File: src/sv/dual_processor_mailbox_fifo_unit_defines.svh
// Assertion macros for the dual-processor mailbox FIFO unit.
// Needs a clock aclk and an active-low reset aresetn in the including scope.
`ifndef DUAL_PROCESSOR_MAILBOX_FIFO_UNIT_DEFINES_SVH
`define DUAL_PROCESSOR_MAILBOX_FIFO_UNIT_DEFINES_SVH

// Same-cycle implication, checked outside reset.
`define MBX_ASSERT_IMP(label, ante, cons) \
    label: assert property (@(posedge aclk) disable iff (!aresetn) (ante) |-> (cons)) \
        else $error("mailbox check failed");

// Next-cycle implication, checked outside reset.
`define MBX_ASSERT_NXT(label, ante, cons) \
    label: assert property (@(posedge aclk) disable iff (!aresetn) (ante) |=> (cons)) \
        else $error("mailbox check failed");

`endif

File: src/sv/mbx_pkg.sv
// Shared types and constants for the dual-processor mailbox FIFO unit.
// No dependencies.
`timescale 1ns / 1ps

package mbx_pkg;

    localparam int WORD_W = 32;

    // access kinds carried in the mode field
    localparam logic [1:0] MODE_SEND = 2'd0;
    localparam logic [1:0] MODE_RECV = 2'd1;
    localparam logic [1:0] MODE_CTRL = 2'd2;

    // per-chain operation for one item; at most one bit is set
    typedef struct packed {
        logic push;
        logic pop;
        logic flush;
    } chain_ctrl_t;

endpackage

File: src/sv/mbx_cell.sv
// One storage cell of the mailbox word chain.
// Depends on mbx_pkg for the word width.
`timescale 1ns / 1ps

module mbx_cell (
    input  logic                      aclk,
    input  logic                      load,
    input  logic                      shift,
    input  logic [mbx_pkg::WORD_W-1:0] load_data,
    input  logic [mbx_pkg::WORD_W-1:0] upper_data,
    output logic [mbx_pkg::WORD_W-1:0] word
);

    logic [mbx_pkg::WORD_W-1:0] word_reg;
    logic [mbx_pkg::WORD_W-1:0] word_next;

    // load a new word, or take the neighbour's word on a pop
    always_comb begin
        priority if (load) begin
            word_next = load_data;
        end else if (shift) begin
            word_next = upper_data;
        end else begin
            word_next = word_reg;
        end
    end

    always_ff @(posedge aclk) begin
        word_reg <= word_next;
    end

    assign word = word_reg;

endmodule

File: src/sv/mbx_chain.sv
// One send FIFO built as a row of mbx_cell stages with the head at cell 0.
// Depends on mbx_pkg and mbx_cell.
`timescale 1ns / 1ps

module mbx_chain #(
    parameter int FIFO_DEPTH = 16
) (
    input  logic                               aclk,
    input  logic                               aresetn,
    input  mbx_pkg::chain_ctrl_t               ctrl,
    input  logic [mbx_pkg::WORD_W-1:0]         push_data,
    output logic [mbx_pkg::WORD_W-1:0]         head_data,
    output logic [$clog2(FIFO_DEPTH+1)-1:0]    count,
    output logic [$clog2(FIFO_DEPTH+1)-1:0]    count_next
);

    localparam int CW = $clog2(FIFO_DEPTH + 1);

    logic [CW-1:0]                 count_reg;
    logic [mbx_pkg::WORD_W-1:0]    cell_word [FIFO_DEPTH];

    genvar i;
    generate
        for (i = 0; i < FIFO_DEPTH; i++) begin : g_cell
            logic [mbx_pkg::WORD_W-1:0] upper;
            if (i == FIFO_DEPTH - 1) begin : g_last
                assign upper = cell_word[i];
            end else begin : g_mid
                assign upper = cell_word[i+1];
            end
            mbx_cell u_cell (
                .aclk       (aclk),
                .load       (ctrl.push && (count_reg == CW'(i))),
                .shift      (ctrl.pop),
                .load_data  (push_data),
                .upper_data (upper),
                .word       (cell_word[i])
            );
        end
    endgenerate

    always_comb begin
        priority if (ctrl.flush) begin
            count_next = '0;
        end else if (ctrl.push) begin
            count_next = count_reg + CW'(1);
        end else if (ctrl.pop) begin
            count_next = count_reg - CW'(1);
        end else begin
            count_next = count_reg;
        end
    end

    always_ff @(posedge aclk) begin
        if (!aresetn) begin
            count_reg <= '0;
        end else begin
            count_reg <= count_next;
        end
    end

    assign head_data = cell_word[0];
    assign count     = count_reg;

endmodule

File: src/sv/dual_processor_mailbox_fifo_unit.sv
// Top level of the dual-processor mailbox: two word chains, side control, result register.
// Depends on mbx_pkg, mbx_chain, mbx_cell and the assertion macro header.
`timescale 1ns / 1ps
`include "dual_processor_mailbox_fifo_unit_defines.svh"

// Usage
//   Each item on the s_ channel is one access by one processor: a send into
//   its own FIFO, a receive from the other side's FIFO, or a control write.
//   Every accepted item yields exactly one result item on the m_ channel,
//   carrying the word read, the accessing side's flags and interrupt pulses.
// Latency and throughput
//   m_tvalid rises in the cycle after acceptance. One item per cycle is sustained
//   while m_tready is high: the access updates a fill count and the cell row together,
//   and the result register is refilled in the cycle it is taken.
// Reset
//   aresetn low clears both fill counts, all enables and error flags, and
//   the result register's valid bit. The cell words are not cleared; only
//   words pushed since the last flush are ever read.
// Stall
//   While m_tready is low a waiting result holds and s_tready drops, so no
//   item is lost or overwritten; with the result register empty one more
//   item is still taken.
module dual_processor_mailbox_fifo_unit #(
    parameter int FIFO_DEPTH = 16
) (
    input  logic        aclk,
    input  logic        aresetn,
    input  logic        s_tvalid,
    output logic        s_tready,
    // [31:0] data, [32] clear_error, [33] flush_send, [34] enable_in,
    // [35] send_irq_enable_in, [36] recv_irq_enable_in, [39:37] zero
    input  logic [39:0] s_tdata,
    // [1:0] mode, [2] side
    input  logic [2:0]  s_tuser,
    output logic        m_tvalid,
    input  logic        m_tready,
    // [31:0] read_data, [32] send_empty, [33] send_full, [34] recv_empty,
    // [35] recv_full, [36] error_flag, [38:37] irq_send_empty,
    // [40:39] irq_recv_nonempty, [47:41] zero
    output logic [47:0] m_tdata
);

    localparam int CW = $clog2(FIFO_DEPTH + 1);

    // unpack the item
    logic [1:0]                 mode;
    logic                       side;
    logic                       oth;
    logic [mbx_pkg::WORD_W-1:0] data;
    logic                       clear_error;
    logic                       flush_send;
    logic                       enable_in;
    logic                       send_irq_enable_in;
    logic                       recv_irq_enable_in;

    assign mode               = s_tuser[1:0];
    assign side               = s_tuser[2];
    assign oth                = ~side;
    assign data               = s_tdata[31:0];
    assign clear_error        = s_tdata[32];
    assign flush_send         = s_tdata[33];
    assign enable_in          = s_tdata[34];
    assign send_irq_enable_in = s_tdata[35];
    assign recv_irq_enable_in = s_tdata[36];

    // per-side control registers
    logic [1:0] enable_reg,   enable_next;
    logic [1:0] send_ie_reg,  send_ie_next;
    logic [1:0] recv_ie_reg,  recv_ie_next;
    logic [1:0] error_reg,    error_next;

    // result register
    logic        out_valid_reg, out_valid_next;
    logic [47:0] out_data_reg,  out_data_next;

    logic                       acc;
    logic                       push_ok;
    logic                       pop_ok;
    logic                       ctrl_wr;
    logic                       own_full;
    logic                       oth_empty;
    mbx_pkg::chain_ctrl_t       ctrl [2];
    logic [mbx_pkg::WORD_W-1:0] head [2];
    logic [CW-1:0]              cnt [2];
    logic [CW-1:0]              cnt_next [2];
    logic [mbx_pkg::WORD_W-1:0] rd_word;
    logic [1:0]                 irq_se;
    logic [1:0]                 irq_rn;

    // take a new item whenever the result register is free or being drained
    assign s_tready = !out_valid_reg || m_tready;
    assign acc      = s_tvalid && s_tready;

    assign own_full  = (cnt[side] == CW'(FIFO_DEPTH));
    assign oth_empty = (cnt[oth] == '0);
    assign push_ok   = acc && (mode == mbx_pkg::MODE_SEND) && enable_reg[side] && !own_full;
    assign pop_ok    = acc && (mode == mbx_pkg::MODE_RECV) && enable_reg[side] && !oth_empty;
    assign ctrl_wr   = acc && (mode == mbx_pkg::MODE_CTRL);

    genvar x;
    generate
        for (x = 0; x < 2; x++) begin : g_side
            always_comb begin
                ctrl[x].push  = push_ok && (side == 1'(x));
                ctrl[x].pop   = pop_ok && (oth == 1'(x));
                ctrl[x].flush = ctrl_wr && flush_send && (side == 1'(x));
            end
            mbx_chain #(
                .FIFO_DEPTH (FIFO_DEPTH)
            ) u_chain (
                .aclk       (aclk),
                .aresetn    (aresetn),
                .ctrl       (ctrl[x]),
                .push_data  (data),
                .head_data  (head[x]),
                .count      (cnt[x]),
                .count_next (cnt_next[x])
            );
        end
    endgenerate

    // side control: set error on a failed access, load enables and clear error on a control write
    always_comb begin
        enable_next  = enable_reg;
        send_ie_next = send_ie_reg;
        recv_ie_next = recv_ie_reg;
        error_next   = error_reg;
        if (acc) begin
            if (mode == mbx_pkg::MODE_SEND) begin
                if (enable_reg[side] && own_full) begin
                    error_next[side] = 1'b1;
                end
            end else if (mode == mbx_pkg::MODE_RECV) begin
                if (enable_reg[side] && oth_empty) begin
                    error_next[side] = 1'b1;
                end
            end else if (mode == mbx_pkg::MODE_CTRL) begin
                if (clear_error) begin
                    error_next[side] = 1'b0;
                end
                enable_next[side]  = enable_in;
                send_ie_next[side] = send_irq_enable_in;
                recv_ie_next[side] = recv_irq_enable_in;
            end
        end
    end

    // interrupt pulses for this item
    always_comb begin
        irq_se = '0;
        irq_rn = '0;
        if (push_ok && recv_ie_reg[oth]) begin
            irq_rn[oth] = 1'b1;
        end
        if (pop_ok && (cnt_next[oth] == '0) && send_ie_reg[oth]) begin
            irq_se[oth] = 1'b1;
        end
        if (ctrl_wr) begin
            irq_se[side] = send_irq_enable_in && (cnt_next[side] == '0);
            irq_rn[side] = recv_irq_enable_in && !oth_empty;
        end
    end

    assign rd_word = pop_ok ? head[oth] : '0;

    // hold the result while stalled, load it when an item is taken
    always_comb begin
        out_valid_next = out_valid_reg;
        out_data_next  = out_data_reg;
        if (m_tready) begin
            out_valid_next = 1'b0;
        end
        if (acc) begin
            out_valid_next = 1'b1;
            out_data_next  = {7'd0,
                              irq_rn,
                              irq_se,
                              error_next[side],
                              (cnt_next[oth] == CW'(FIFO_DEPTH)),
                              (cnt_next[oth] == '0),
                              (cnt_next[side] == CW'(FIFO_DEPTH)),
                              (cnt_next[side] == '0),
                              rd_word};
        end
    end

    always_ff @(posedge aclk) begin
        if (!aresetn) begin
            enable_reg    <= '0;
            send_ie_reg   <= '0;
            recv_ie_reg   <= '0;
            error_reg     <= '0;
            out_valid_reg <= 1'b0;
        end else begin
            enable_reg    <= enable_next;
            send_ie_reg   <= send_ie_next;
            recv_ie_reg   <= recv_ie_next;
            error_reg     <= error_next;
            out_valid_reg <= out_valid_next;
        end
    end

    always_ff @(posedge aclk) begin
        out_data_reg <= out_data_next;
    end

    assign m_tvalid = out_valid_reg;
    assign m_tdata  = out_data_reg;

    // a successful send into side 0 advances its fill count by one
    `MBX_ASSERT_NXT(a_push_count, push_ok && !side, cnt[0] == $past(cnt[0]) + CW'(1))
    // a result without a successful pop reads zero
    `MBX_ASSERT_NXT(a_read_zero, acc && !pop_ok, m_tdata[31:0] == '0)
    // an error flag only rises as the result of an accepted item
    `MBX_ASSERT_IMP(a_error_cause, $rose(error_reg[0]) || $rose(error_reg[1]), $past(acc))

endmodule
File: config.mk
export PLATFORM = sky130hd
export DESIGN_NAME = dual_processor_mailbox_fifo_unit
export DESIGN_NICKNAME = d
export VERILOG_FILES = /design/src/sv/mbx_pkg.sv /design/src/sv/mbx_cell.sv /design/src/sv/mbx_chain.sv /design/src/sv/dual_processor_mailbox_fifo_unit.sv
export VERILOG_INCLUDE_DIRS = /design/src /design/src/sv
export SDC_FILE = /design/constraint.sdc
export NUM_CORES = 1
export LEC_CHECK = 0
export ABC_AREA = 1
export BUFFER_PORTS_ARGS = -buffer_cell sky130_fd_sc_hd__buf_2
export CAP_MARGIN = 10
export CORE_UTILIZATION = 65
export DETAILED_ROUTE_END_ITERATION = 10
export PLACE_DENSITY_LB_ADDON = 0.15
export SYNTH_ARGS = -nofsm -noshare
export SYNTH_HDL_FRONTEND = slang
export SYNTH_SLANG_ARGS = --single-unit
export TNS_END_PERCENT = 30
File: constraint.sdc
create_clock -name aclk -period 9.62 [get_ports aclk]
set_input_delay 0.962 -clock aclk [delete_from_list [all_inputs] [get_ports aclk]]
set_output_delay 0.962 -clock aclk [all_outputs]
set_load 0.02 [all_outputs]
# Yosys cells after proc, flatten, opt, wreduce, memory -nomap -nowiden
# Cells that the tools add are included.
[classes] n_addsub=4 order_cmp=6 eq_ne=35 muxes=111 bitwise_logic=8 reduce_logical=98
[ops] operator="$mux W32" n=63
[ops] operator="$mux W5" n=18
[ops] operator="$eq A5 B4 Y1 const B" n=16
[ops] operator="$reduce_bool A2 Y1" n=31
[ops] operator="$logic_and A1 B1 Y1" n=56
[ops] operator="$eq A5 B3 Y1 const B" n=8
[ops] operator="$logic_not A5 Y1" n=5
[ops] operator="$mux W2" n=11
[ops] operator="$eq A5 B2 Y1 const B" n=4
[ops] operator="$eq A5 B5 Y1 const B" n=3
[ops] operator="$mux W1" n=12
[ops] operator="$add A5 B1 Y5 const B" n=2
[ops] operator="$bwmux W2" n=5
[ops] operator="$eq A5 B1 Y1 const B" n=2
[ops] operator="$sub A5 B1 Y5 const B" n=2
[ops] operator="$ge A2 B2 Y1 const B" n=2
[ops] operator="$lt A1 B2 Y1 const B" n=2
[ops] operator="$not A1 Y2" n=2
[ops] operator="$reduce_and A4 Y1" n=1
[ops] operator="$logic_not A1 Y1" n=3
[ops] operator="$not A1 Y1" n=3
[ops] operator="$and A2 B2 Y2" n=1
[ops] operator="$demux W1 S1" n=2
[ops] operator="$eq A2 B1 Y1 const B" n=1
[ops] operator="6 further kinds" n=7
[totals] reg_bits=1084 input_bits=47 output_inout_bits=50 wordCells=303

# Depth between registers and ports, before layout
# Gate-level depths: netlist (run 1).
[logic_depth] ltp_word=21 depth_mapped=17

# Hierarchy
# Synthesis (run 1) repeated with hierarchy kept, for this count alone.
[unflattened] cells_unflattened=4840 hier_area_um2=48391.4
[by_module_without_submodules] mod="mbx_cell" n_inst=32 cells_per_inst=137 area_per_inst_um2=1401.3
[by_module_without_submodules] mod="dual_processor_mailbox_fifo_unit" n_inst=1 cells_per_inst=290 area_per_inst_um2=2571.2
[by_module_without_submodules] mod="mbx_chain (g_side[0].u_chain)" n_inst=1 cells_per_inst=83 area_per_inst_um2=491.7
[by_module_without_submodules] mod="mbx_chain (g_side[1].u_chain)" n_inst=1 cells_per_inst=83 area_per_inst_um2=485.5

# Least setup slack after synthesis (run 1)
# OpenSTA, ideal clock, no wires.
[synth_path] path_type="input port to flip-flop" from="input port m_tready" to="register g_side[1].u_chain.g_cell[15].u_cell.word_reg (netlist bit g_side[1].u_chain.g_cell[15].u_cell.word[0]), enable pin" setup_ns=0.421 t_arrival_ns=3.714 setup_slack_ns=5.485 stages=6 path_buffers=0 path_cell_list="inv_1 -> a21oi_4 -> nand3_4 -> nor2_8 -> inv_4 -> nor2_1"
[synth_via] elab_chain_len=7
[synth_lines] element="from (decl)" line="dual_processor_mailbox_fifo_unit.sv:36" text="input logic m_tready,"
[synth_lines] element="$logic_or A1 B1 Y1" line="dual_processor_mailbox_fifo_unit.sv:91" text="assign s_tready = !out_valid_reg || m_tready;"
[synth_lines] element="$logic_and A1 B1 Y1" line="dual_processor_mailbox_fifo_unit.sv:92" text="assign acc = s_tvalid && s_tready;"
[synth_lines] element="net acc" line="dual_processor_mailbox_fifo_unit.sv:76" text="logic acc;"
[synth_lines] element="$logic_and A1 B1 Y1 (3 in series)" line="dual_processor_mailbox_fifo_unit.sv:96" text="assign push_ok = acc && (mode == mbx_pkg::MODE_SEND) && enable_reg[side] && !own_full;"
[synth_lines] element="$logic_and A1 B1 Y1" line="dual_processor_mailbox_fifo_unit.sv:104" text="ctrl[x].push = push_ok && (side == 1'(x));"
[synth_lines] element="$logic_and A1 B1 Y1" line="mbx_chain.sv:33" text=".load (ctrl.push && (count_reg == CW'(i))),"
[synth_lines] element="net g_side[1].u_chain.g_cell[15].u_cell.load" line="mbx_cell.sv:7" text="input logic load,"
[synth_lines] element="to (signal assigned)" line="mbx_cell.sv:29" text="word_reg <= word_next;"
[synth_lines] element="to (decl)" line="mbx_cell.sv:14" text="logic [mbx_pkg::WORD_W-1:0] word_reg;"
# The timed path passes the listed nets, and every way through them passes these cells.
# A chain may end at the register's enable or synchronous reset.

# Final worst setup path (run 1)
[layout_path] from="input port s_tuser[2]" to="register g_side[0].u_chain.g_cell[7].u_cell.word_reg (netlist bit g_side[0].u_chain.g_cell[7].u_cell.word[22]), enable pin"
[layout_via] elab_chain_len=10 elab_cells_between_ends=23 cone_classes="eq/ne: 1; mux: 8; bitwise: 3; reduce/logical: 11"
[layout_lines] element="from (decl)" line="dual_processor_mailbox_fifo_unit.sv:34" text="input logic [2:0] s_tuser,"
[layout_lines] element="$not A1 Y2 (not written as such) or $not A1 Y1 (tied branches)" line="dual_processor_mailbox_fifo_unit.sv:94, dual_processor_mailbox_fifo_unit.sv:58, dual_processor_mailbox_fifo_unit.sv:104"
[layout_lines] element="$mux W5 (not written as such) or $not A1 Y2 (tied branches)" line="dual_processor_mailbox_fifo_unit.sv:94, dual_processor_mailbox_fifo_unit.sv:95"
[layout_lines] element="$mux W5 (on tied branches) (2 in series)" line="dual_processor_mailbox_fifo_unit.sv:94, dual_processor_mailbox_fifo_unit.sv:95"
[layout_lines] element="$eq A5 B5 Y1 or $mux W5 (tied branches)" line="dual_processor_mailbox_fifo_unit.sv:94, dual_processor_mailbox_fifo_unit.sv:95"
[layout_lines] element="$logic_not A1 Y1 or $logic_not A5 Y1 (tied branches)" line="dual_processor_mailbox_fifo_unit.sv:96, dual_processor_mailbox_fifo_unit.sv:95"
[layout_lines] element="$logic_and A1 B1 Y1 or $logic_not A1 Y1 (tied branches)" line="dual_processor_mailbox_fifo_unit.sv:96, dual_processor_mailbox_fifo_unit.sv:97"
[layout_lines] element="$logic_and A1 B1 Y1 (on tied branches)" line="dual_processor_mailbox_fifo_unit.sv:104, dual_processor_mailbox_fifo_unit.sv:97"
[layout_lines] element="$logic_and A1 B1 Y1 (on tied branches)" line="mbx_chain.sv:33, dual_processor_mailbox_fifo_unit.sv:105"
[layout_lines] element="$reduce_bool A2 Y1 (no line) *"
[layout_lines] element="to (signal assigned)" line="mbx_cell.sv:29"
[layout_lines] element="to (decl)" line="mbx_cell.sv:14"
# Every way passes the cells marked *; elsewhere a longest branch is shown, timed or not. The select of a mux whose other input is x is not followed.

==> impl_metrics.py, run 1 <==
metrics = {
    "sta": {
        "finalHoldViolCount": 0,
        "setup_tns_ps": 0,
        "worst_slew_pin_slew_ps": 1170,
        "max_freq_mhz": 231,
        "fin_worst_skew_ps": 29.1,
        "slew_viol_final": 0,
        "setup_violations": 0,
        "rsz0062_at_grt": "false",
        "slew_headroom_pct": 22.1,
        "min_period_ps": 4330,
        "finalCritPeriodShare_pct": 45.0,
    },
    "synth": {
        "ys_top_cells_by_area": "edfxtp_1, o21ai_0, nand2_1",
        "yosys-top-cells-count": "nand2_1, edfxtp_1, o21ai_0",
        "ys_ff_latch": 1084,
        "ys.flop_type": "edfxtp_1",
        "synth_top_area_share_pct": 72.2,
        "yosys.cell_count.top_type": "nand2_1",
        "synth_edf_count": 1065,
        "yosysTopAreaCell": "edfxtp_1",
        "syn_inst": 3749,
        "syn_area_sq_um": 44300,
        "synthArstFlopShare_pct": 0,
        "yosys_warnings": 0,
        "synth_seq_area_share_pct": 73.0,
        "syn_avg_cell_area_sq_um": 11.8,
        "ys_types": 39,
    },
    "final_layout": {
        "syn_to_final_growth_pct": 10.0,
        "insertedDiodeCount": 0,
        "n_fill_cell": 4280,
        "fin_util_pct": 72.5,
        "largest_reg_flops": 1024,
        "drive_above_1_share_pct": 9.43,
        "nets": 3751,
    },
    "cts": {
        "post-cts-setup-buffer-count": 0,
        "clock_latency_ps": 650,
        "h-tree-depth": 3,
        "cts_max_path_buffers": 3,
        "cts.sinks": 1084,
        "clk_pin_slew_ps": 70,
        "cts-resized-gates": 0,
        "cts.hold.buffers_added": 0,
        "cts_buffers": 102,
        "clock-root-buffer": "clkbuf_16",
        "cts_tree": "done",
    },
    "global_routing": {
        "grt_pass1_vias": 23800,
        "grt.total_usage_pct": 23.1,
        "grt_pass1_wl_um": 124000,
        "antenna_found_initial": 0,
        "grt_max_degree": 66,
        "grt.overflow.total": 0,
    },
    "status": {
        "status": "complete, no violations",
    },
    "worst_hold_path": {
        "hp-class": "flop to flop",
    },
    "drt": {
        "m1WireLength_um": 34100,
        "wirelength_um": 79200,
        "vias_per_cell": 5.61,
        "drtAntennaViolNets": 0,
        "avgRoutedWirePerCell_um": 17.0,
        "wl_met2_um": 38100,
        "dr.pass1.iters": 6,
        "topRoutingLayerUsed": "met4",
        "drc_errors": 0,
        "wl_met3_um": 4620,
        "vias": 26100,
        "drtIter0Drc": 2047,
    },
    "setup_path": {
        "cp_max_fo": 65,
        "critPathKind": "primary input to flop",
        "worstPathArrival_ps": 4660,
        "critPathRequiredTime_ps": 9950,
        "cp-end-kind": "flop",
        "start_kind": "primary input",
    },
    "die": {
        "rows": 95,
        "die_h_um": 263,
        "initial_core_util_pct": 65.9,
        "die-area_sq_um": 69200,
        "core_sq_um": 67300,
        "io_pins": 97,
        "die-width_um": 263,
    },
    "place": {
        "io_buffers": 86,
        "place.gp.congestion": 0.836,
        "hpwl_um": 49800,
    },
    "power": {
        "ir_worst_vdd_v": 0.000187,
        "power.density_nw_per_um2": 191,
        "leakagePower_uw": 0.0186,
    },
    "run": {
        "max-cap-violations": 0,
    },
}
## worst paths after layout
| path | start | end | slack [ps] | cells past startpoint |
|---|---|---|---|---|
| setup / recovery | s_tuser[2] | g_side[0].u_chain.g_cell[7].u_cell.word[22] | 5290 | 11 |
| hold reg to reg | enable_reg[1] | enable_reg[1] | 490 | 2 |
| hold / removal | enable_reg[1] | enable_reg[1] | 490 | 2 |
| setup reg to reg | m_tvalid | g_side[0].u_chain.g_cell[7].u_cell.word[22] | 5380 | 9 |
## power by group
group	total, uW	internal (uW)	leakage, uW	switching (uW)
clock	4000	2380	0.00165	1620
sequential	5130	5130	0.00977	3.71
combinational	176	29.2	0.00721	147
## layer usage
metal,GRT usage (%),up-vias
li1,-,13100
met1,31.3,12100
met2,38.8,739
met3,3.32,143
met4,7.78,0
met5,0,-
## final cells by class
cell class,count,area (sq um),share of cell area [%]
multi-input cells,2256,10300,21.0
repair buffers,167,1350,2.77
inverters,82,315,0.647
clock inverters,66,716,1.47
well taps,873,1090,2.24
clock buffers,121,2670,5.47
flip-flops and latches,1084,32400,66.4
## cells by family (layout without fill, tap and decap cells)
| group | after synthesis | count (layout) | synth area share (%) |
|---|---|---|---|
| adders and majority gates | 11 | 11 | 0.311 |
| xor gates and xnor gates | 5 | 5 | 0.0988 |
| AOI/OAI and AO/OA | 1023 | 1023 | 11.9 |
| buffers and inverters | 415 | 436 | 3.99 |
| and+or+nand+nor | 1210 | 1210 | 10.7 |
| other | 1 | 7 | 0.00846 |
| DFF | 1084 | 1084 | 73.0 |
## through the flow
stage / total power [uW] / worst slack [ps] / hold slack [ps] / std cells / cell area, sq um
detailed placement: 5400 / 4150 / 473 / 4446 / 44900
CTS: 9360 / 4830 / 490 / 4633 / 48300
floorplan: 5310 / 5490 / 443 / 3755 / 44300
global route: 9550 / 4930 / 505 / 4649 / 48800
global placement: 5400 / 4370 / 461 / 4446 / 44900
finish: 9300 / 5290 / 492 / 4649 / 48800
## worst max-delay path, cell delays in order
cell and delay (ps):
buf_2 250, inv_2 330, nand2_1 110, nand2_2 130, nand3_4 120, nor2_4 380
inv_2 220, nor3_4 300, nand3_2 850, nand2_1 750, buf_16 230
## placed cells by master (no fill, tap or decap), types with 2 or more instances in the layout
cell type,Yosys,layout
a21oi_1,7,7
a21oi_2,3,3
a22o_1,33,33
buf_16,0,15
buf_2,119,86
buf_4,10,65
bufinv_16,0,15
clkbuf_1,193,17
clkbuf_16,0,104
clkinv_1,0,23
clkinv_2,0,18
clkinv_4,1,2
clkinvlp_4,0,5
conb_1,1,7
dfxtp_1,19,19
edfxtp_1,1065,1065
ha_1,11,11
inv_1,74,74
inv_2,6,6
inv_6,0,3
nand2_1,1092,1084
nand2_2,3,11
nand3_1,30,27
nand3_2,2,5
nand4_1,14,14
nor2_1,45,43
nor2_2,4,6
nor2_4,3,3
nor3_1,11,11
o21ai_0,838,838
o21ai_1,138,138
o22ai_1,2,2
xor2_1,4,4
No activity file was read; power rests on OpenSTA's default activity.
==> inputs of run 2 (changes only) <==
--- a/config.mk
+++ b/config.mk
@@ -6,10 +6,10 @@
 export SDC_FILE = /design/constraint.sdc
 export NUM_CORES = 1
 export LEC_CHECK = 0
-export ABC_AREA = 1
+export ABC_AREA = 0
 export BUFFER_PORTS_ARGS = -buffer_cell sky130_fd_sc_hd__buf_2
 export CAP_MARGIN = 10
-export CORE_UTILIZATION = 65
+export CORE_UTILIZATION = 63
 export DETAILED_ROUTE_END_ITERATION = 10
 export PLACE_DENSITY_LB_ADDON = 0.15
 export SYNTH_ARGS = -nofsm -noshare
==> constraint.sdc (replaced) <==
create_clock -name aclk -period 4.2 [get_ports aclk]
set_input_delay 0.42 -clock aclk [delete_from_list [all_inputs] [get_ports aclk]]
set_output_delay 0.42 -clock aclk [all_outputs]
set_load 0.02 [all_outputs]
==> run 2 against run 1 <==
  * Register-to-register slack got worse by 4300 ps
  * Clock power increased by 130%
  * Clock skew decreased by 8.7 ps
  * Non-clock buffer count decreased by 27
  * Area after synthesis increased by 4.2%
  * Routed wire length increased by 11%
  * Worst hold slack got worse by 430 ps
  * Via count decreased by 17%
  * First-iteration DRC count decreased by 16%
  * Count of clock-buffer cells in the layout increased by 14
  * Flip-flop and latch count unchanged
  * Critical endpoint is now g_side[0].u_chain.g_cell[0].u_cell.word[3]
  * Largest cell class unchanged
==> impl_metrics.py, run 2 <==
metrics = {
    "die": {
        "core_sq_um": 72000,
        "io_pins": 97,
        "die-width_um": 273,
        "rows": 98,
        "die-area_sq_um": 74400,
        "initial_core_util_pct": 64.2,
        "die_h_um": 273,
    },
    "sta": {
        "worst_slew_pin_slew_ps": 1100,
        "setup_tns_ps": 0,
        "slew_viol_final": 0,
        "finalHoldViolCount": 0,
        "fin_worst_skew_ps": 20.5,
        "finalCritPeriodShare_pct": 74.6,
        "fin_ws_ps": 1070,
        "slew_headroom_pct": 26.5,
        "min_period_ps": 3130,
        "rsz0062_at_grt": "false",
        "setup_violations": 0,
        "max_freq_mhz": 319,
    },
    "final_layout": {
        "final_cell_mix": "edfxtp_1, mux2_2, clkbuf_16, buf_2, buf_4",
        "fin_util_pct": 70.3,
        "finalInstanceArea_sq_um": 50600,
        "largest_reg_flops": 1024,
        "syn_to_final_growth_pct": 9.51,
        "layout_commonest_cell": "edfxtp_1",
        "n_fill_cell": 4477,
        "drive_above_1_share_pct": 47.6,
        "multi_input_area_sq_um": 12800,
        "nets": 2650,
        "register_area_sq_um": 32400,
        "insertedDiodeCount": 0,
    },
    "place": {
        "place.gp.congestion": 0.843,
        "hpwl_um": 51600,
        "io_buffers": 86,
        "dpl_cell_area_sq_um": 47300,
        "pre_cts_ws_ps": 864,
    },
    "synth": {
        "syn_area_sq_um": 46200,
        "ys_types": 62,
        "ys.flop_type": "edfxtp_1",
        "synth_edf_count": 1065,
        "yosysTopAreaCell": "edfxtp_1",
        "yosys-top-cells-count": "edfxtp_1, mux2_2, clkbuf_1",
        "ys_ff_latch": 1084,
        "yosys_warnings": 0,
        "syn_avg_cell_area_sq_um": 18.0,
        "syn_inst": 2562,
        "synth_top_area_share_pct": 69.2,
        "yosys.cell_count.top_type": "edfxtp_1",
        "synth_seq_area_share_pct": 70.1,
        "ys_top_cells_by_area": "edfxtp_1, mux2_2, clkbuf_1",
        "synthArstFlopShare_pct": 0,
    },
    "cts": {
        "h-tree-depth": 3,
        "cts-resized-gates": 0,
        "cts.hold.buffers_added": 0,
        "cts_buffers": 106,
        "cts_max_path_buffers": 3,
        "cts.sinks": 1084,
        "clock-root-buffer": "clkbuf_16",
        "post-cts-setup-buffer-count": 0,
        "clk_pin_slew_ps": 60,
        "clock_latency_ps": 640,
        "cts_tree": "done",
    },
    "global_routing": {
        "grt.total_usage_pct": 24.1,
        "grt_max_degree": 42,
        "grt.overflow.total": 0,
        "grt_pass1_vias": 21800,
        "grt_pass1_wl_um": 135000,
        "antenna_found_initial": 0,
    },
    "power": {
        "totalPowerFinal_uw": 21200,
        "power.density_nw_per_um2": 419,
        "ir_worst_vdd_v": 0.000318,
        "leakagePower_uw": 0.0167,
    },
    "setup_path": {
        "rrSetupSlack_ps": 1070,
        "cp-end-kind": "flop",
        "cp_max_fo": 32,
        "r2r_end": "g_side[0].u_chain.g_cell[0].u_cell.word[3]",
        "reg2reg_depth": 6,
        "critPathKind": "flop to flop",
        "critPathRequiredTime_ps": 4470,
        "worstPathArrival_ps": 3400,
        "start_kind": "flop",
        "r2r_start": "g_side[0].u_chain.count[3]",
    },
    "drt": {
        "vias": 21800,
        "dr.pass1.iters": 5,
        "avgRoutedWirePerCell_um": 24.3,
        "wirelength_um": 88000,
        "drtAntennaViolNets": 0,
        "drc_errors": 0,
        "drtIter0Drc": 1712,
        "vias_per_cell": 6.01,
    },
    "worst_hold_path": {
        "min_to": "enable_reg[0]",
        "hp-class": "primary input to flop",
        "hold_path_depth": 3,
        "hold_start": "s_tdata[34]",
    },
    "status": {
        "status": "complete, no violations",
    },
    "run": {
        "max-cap-violations": 0,
    },
}
==> run 2: worst max-delay path by stage <==
stage,startpoint,endpoint,cells past startpoint
floorplan,s_tuser[1],g_side[0].u_chain.g_cell[4].u_cell.word[0],5
global placement,m_tready,g_side[1].u_chain.g_cell[2].u_cell.word[17],8
detailed placement,m_tready,g_side[1].u_chain.g_cell[2].u_cell.word[17],8
CTS,m_tvalid,g_side[1].u_chain.g_cell[2].u_cell.word[17],7
global route,g_side[0].u_chain.count[3],g_side[0].u_chain.g_cell[0].u_cell.word[11],6
finish,g_side[0].u_chain.count[3],g_side[0].u_chain.g_cell[0].u_cell.word[3],6
==> run 2: metal layers <==
layer	wire (um)	vias up	global-route usage, %
met5	0	-	0
met1	41100	11100	35.8
met4	2250	0	7.72
li1	-	9991	-
met2	40800	545	37.6
met3	3890	127	2.86
==> run 2: where the power goes <==
part | switching [uW] | internal, uW
Sequential | 9.44 | 11700
Clock | 3790 | 5250
Combinational | 340 | 61.2
==> run 2: cells by family after synthesis <==
| kind of cell | Yosys count | share of synthesized area, % |
|---|---|---|
| AO/OA/AOI/OAI | 80 | 1.35 |
| XOR/XNOR | 2 | 0.0379 |
| adder cells (fa/ha/maj) | 11 | 0.298 |
| buffers and inverters | 236 | 2.34 |
| flip-flops | 1084 | 70.1 |
| multiplexers | 971 | 23.6 |
| other | 1 | 0.00812 |
| AND/OR/NAND/NOR | 177 | 2.26 |
==> run 2: cell type report <==
class	count	share of cell area [%]
tap	950	2.35
clock inverter	55	0.989
clock buffer	135	5.54
inverter	12	0.0890
sequential	1084	64.0
multi-input combinational	1248	25.4
timing repair buffer	140	1.68
==> run 2: critical path, cell delays in order (launching register included) <==
cell and delay [ps]:
dfxtp_1 870, nor4_4 80, and3_1 290, nor2_4 470, buf_4 420, or2_2 170
buf_4 400
==> run 2: through the flow <==
step | std cells | hold WS [ps]
after floorplan | 2568 | 455
after global placement | 3434 | 480
after detailed placement | 3434 | 495
after CTS | 3624 | 14.9
after global routing | 3624 | 54.9
final | 3624 | 58.4
==> inputs of run 3 (changes only) <==
--- a/config.mk
+++ b/config.mk
@@ -6,10 +6,10 @@
 export SDC_FILE = /design/constraint.sdc
 export NUM_CORES = 1
 export LEC_CHECK = 0
-export ABC_AREA = 0
+export ABC_AREA = 1
 export BUFFER_PORTS_ARGS = -buffer_cell sky130_fd_sc_hd__buf_2
 export CAP_MARGIN = 10
-export CORE_UTILIZATION = 63
+export CORE_UTILIZATION = 62
 export DETAILED_ROUTE_END_ITERATION = 10
 export PLACE_DENSITY_LB_ADDON = 0.15
 export SYNTH_ARGS = -nofsm -noshare
==> constraint.sdc (replaced) <==
create_clock -name aclk -period 3.1 [get_ports aclk]
set_input_delay 0.31 -clock aclk [delete_from_list [all_inputs] [get_ports aclk]]
set_output_delay 0.31 -clock aclk [all_outputs]
set_load 0.02 [all_outputs]
==> run 3 against run 2 <==
  * Via count is 22% higher
  * Core utilization is 0.78 points lower
  * Count of clock-buffer cells in the layout is 4 lower
  * Fmax is 10% higher
  * Worst hold slack better by 1.8 ps
  * Routed wire length is 7.0% lower
  * Global-route usage is 1.2 points lower
  * Register-to-register slack worse by 810 ps
  * Non-clock buffer count is 81 higher
  * Flip-flop and latch count stayed put
  * Final cell count is 32% higher
  * Largest cell class unchanged
==> impl_metrics.py, run 3 (synthesis results as in run 1) <==
metrics = {
    "setup_path": {
        "critPathMaxStageDelay_ps": 630,
        "path_depth": 8,
        "cp_max_fo": 32,
        "critPathSlowestCell": "dfxtp_1",
        "start_kind": "flop",
        "cp_top_family": "simple AND/OR/NAND/NOR gates",
        "critPathRequiredTime_ps": 3370,
        "cp.buffers_inverters": 1,
        "rrSetupSlack_ps": 260,
        "worstPathArrival_ps": 3110,
        "reg2reg_depth": 8,
        "critPathKind": "flop to flop",
        "cp-end-kind": "flop",
        "path_cells": "nor2_1 > nand3_1 > nand2_1 > nor2_4 > inv_2 > nor3_4 > nand3_2 > nand2_2",
    },
    "cts": {
        "cts.sinks": 1084,
        "cts-resized-gates": 0,
        "h-tree-depth": 3,
        "cts_buffers": 105,
        "clock_latency_ps": 660,
        "clock-root-buffer": "clkbuf_16",
        "cts_tree": "done",
        "clk_pin_slew_ps": 60,
        "cts_max_path_buffers": 3,
    },
    "global_routing": {
        "grt_pass1_wl_um": 131000,
        "grt_max_degree": 65,
        "grt.total_usage_pct": 22.9,
        "antenna_found_initial": 0,
        "grt_pass1_vias": 24800,
        "grt.overflow.total": 0,
    },
    "power": {
        "combPwrFrac_pct": 2.1,
        "power.density_nw_per_um2": 583,
        "power.internal_uw": 22900,
        "seqPwrFrac_pct": 55.9,
        "switching_share_pct": 19.7,
        "ir_worst_vdd_v": 0.000536,
        "clkPwrFrac_pct": 42.1,
        "p_switching_uw": 5610,
        "leakagePower_uw": 0.0187,
    },
    "place": {
        "place.gp.congestion": 0.832,
        "hpwl_um": 51500,
        "pre_cts_ws_ps": 250,
        "io_buffers": 86,
    },
    "sta": {
        "fin_ws_ps": 261,
        "finalHoldViolCount": 0,
        "whs_ps": 60.2,
        "fin_worst_skew_ps": 20.5,
        "worst_slew_pin_slew_ps": 978,
        "slew_headroom_pct": 34.7,
        "rsz0062_at_grt": "false",
        "setup_violations": 0,
        "finalCritPeriodShare_pct": 91.6,
        "slew_viol_final": 0,
        "max_freq_mhz": 352,
        "min_period_ps": 2840,
    },
    "drt": {
        "drtAntennaViolNets": 0,
        "drtIter0Drc": 2314,
        "wirelength_um": 81800,
        "drc_errors": 0,
        "vias_per_cell": 5.54,
        "avgRoutedWirePerCell_um": 17.1,
        "vias": 26400,
        "dr.pass1.iters": 6,
    },
    "final_layout": {
        "syn_to_final_growth_pct": 10.4,
        "multi_input_area_sq_um": 10300,
        "drive_above_1_share_pct": 9.70,
        "n_fill_cell": 4893,
        "layout_commonest_cell": "nand2_1",
        "nets": 3808,
        "largest_reg_flops": 1024,
        "register_area_sq_um": 32400,
        "final_cell_mix": "nand2_1, edfxtp_1, o21ai_0, o21ai_1, clkbuf_16",
    },
    "run": {
        "max-cap-violations": 0,
    },
    "die": {
        "die-width_um": 269,
        "rows": 97,
        "die-area_sq_um": 72600,
        "initial_core_util_pct": 63.0,
        "io_pins": 97,
        "core_sq_um": 70400,
        "die_h_um": 269,
    },
    "status": {
        "status": "complete, no violations",
    },
    "worst_hold_path": {
        "hold_path_depth": 4,
        "hp-class": "primary input to flop",
    },
}
run 3: final cells by class:
| cell class | instances | area share, % |
|---|---|---|
| Sequential cell | 1084 | 66.2 |
| Multi-Input combinational cell | 2256 | 21.0 |
| Clock buffer | 131 | 5.61 |
| Timing Repair Buffer | 221 | 3.14 |
| Tap cell | 940 | 2.40 |
| Clock inverter | 62 | 1.05 |
| Inverter | 82 | 0.645 |
| Antenna cell | 1 | 0.00512 |
run 3: power groups by stage:
stage	Combinational, uW	Sequential, uW	Clock, uW
after floorplan	226	16300	0
after global placement	542	16200	0
after detailed placement	549	16200	0
after CTS	586	15900	12200
after global routing	628	15900	12800
final	593	15900	12000
run 3: worst paths after layout:
kind	from	to
worst max-delay path	g_side[0].u_chain.count[3]	g_side[0].u_chain.g_cell[7].u_cell.word[9]
worst max register to register	g_side[0].u_chain.count[3]	g_side[0].u_chain.g_cell[7].u_cell.word[9]
worst min register to register	enable_reg[1]	enable_reg[1]
worst min-delay path	m_tready	m_tvalid
run 3: worst reg2reg max path, stage by stage (launching register included):
cell and delay (ps):
dfxtp_1 630, nor2_1 120, nand3_1 100, nand2_1 120
nor2_4 270, inv_2 180, nor3_4 250, nand3_2 200
nand2_2 580
run 3: routing by layer:
metal	track usage, %	vias to the layer above	wire (um)
met3	3.06	194	4610
met2	37.3	784	38400
li1	-	13200	-
met4	9.48	0	3130
met5	0	-	0
met1	31.4	12300	35700
run 3: timing repair:
action	in CTS	in global routing
endpoints found under the setup margin	0	0
hold buffers	37	0
hold endpoints to repair	69	0
buffers inserted	0	0
run 3: stage by stage:
stage               utilization [%]  power [uW]  TNS [ps]  instance area, sq um  cells
finish                         69.5       28500         0                 48900   4777
detailed placement             64.3       16800         0                 45300   4546
global route                   69.5       29300         0                 48900   4776
floorplan                         -       16500    -33430                 44400   3755
global placement               64.3       16800         0                 45300   4546
CTS                            69.5       28700         0                 48900   4776
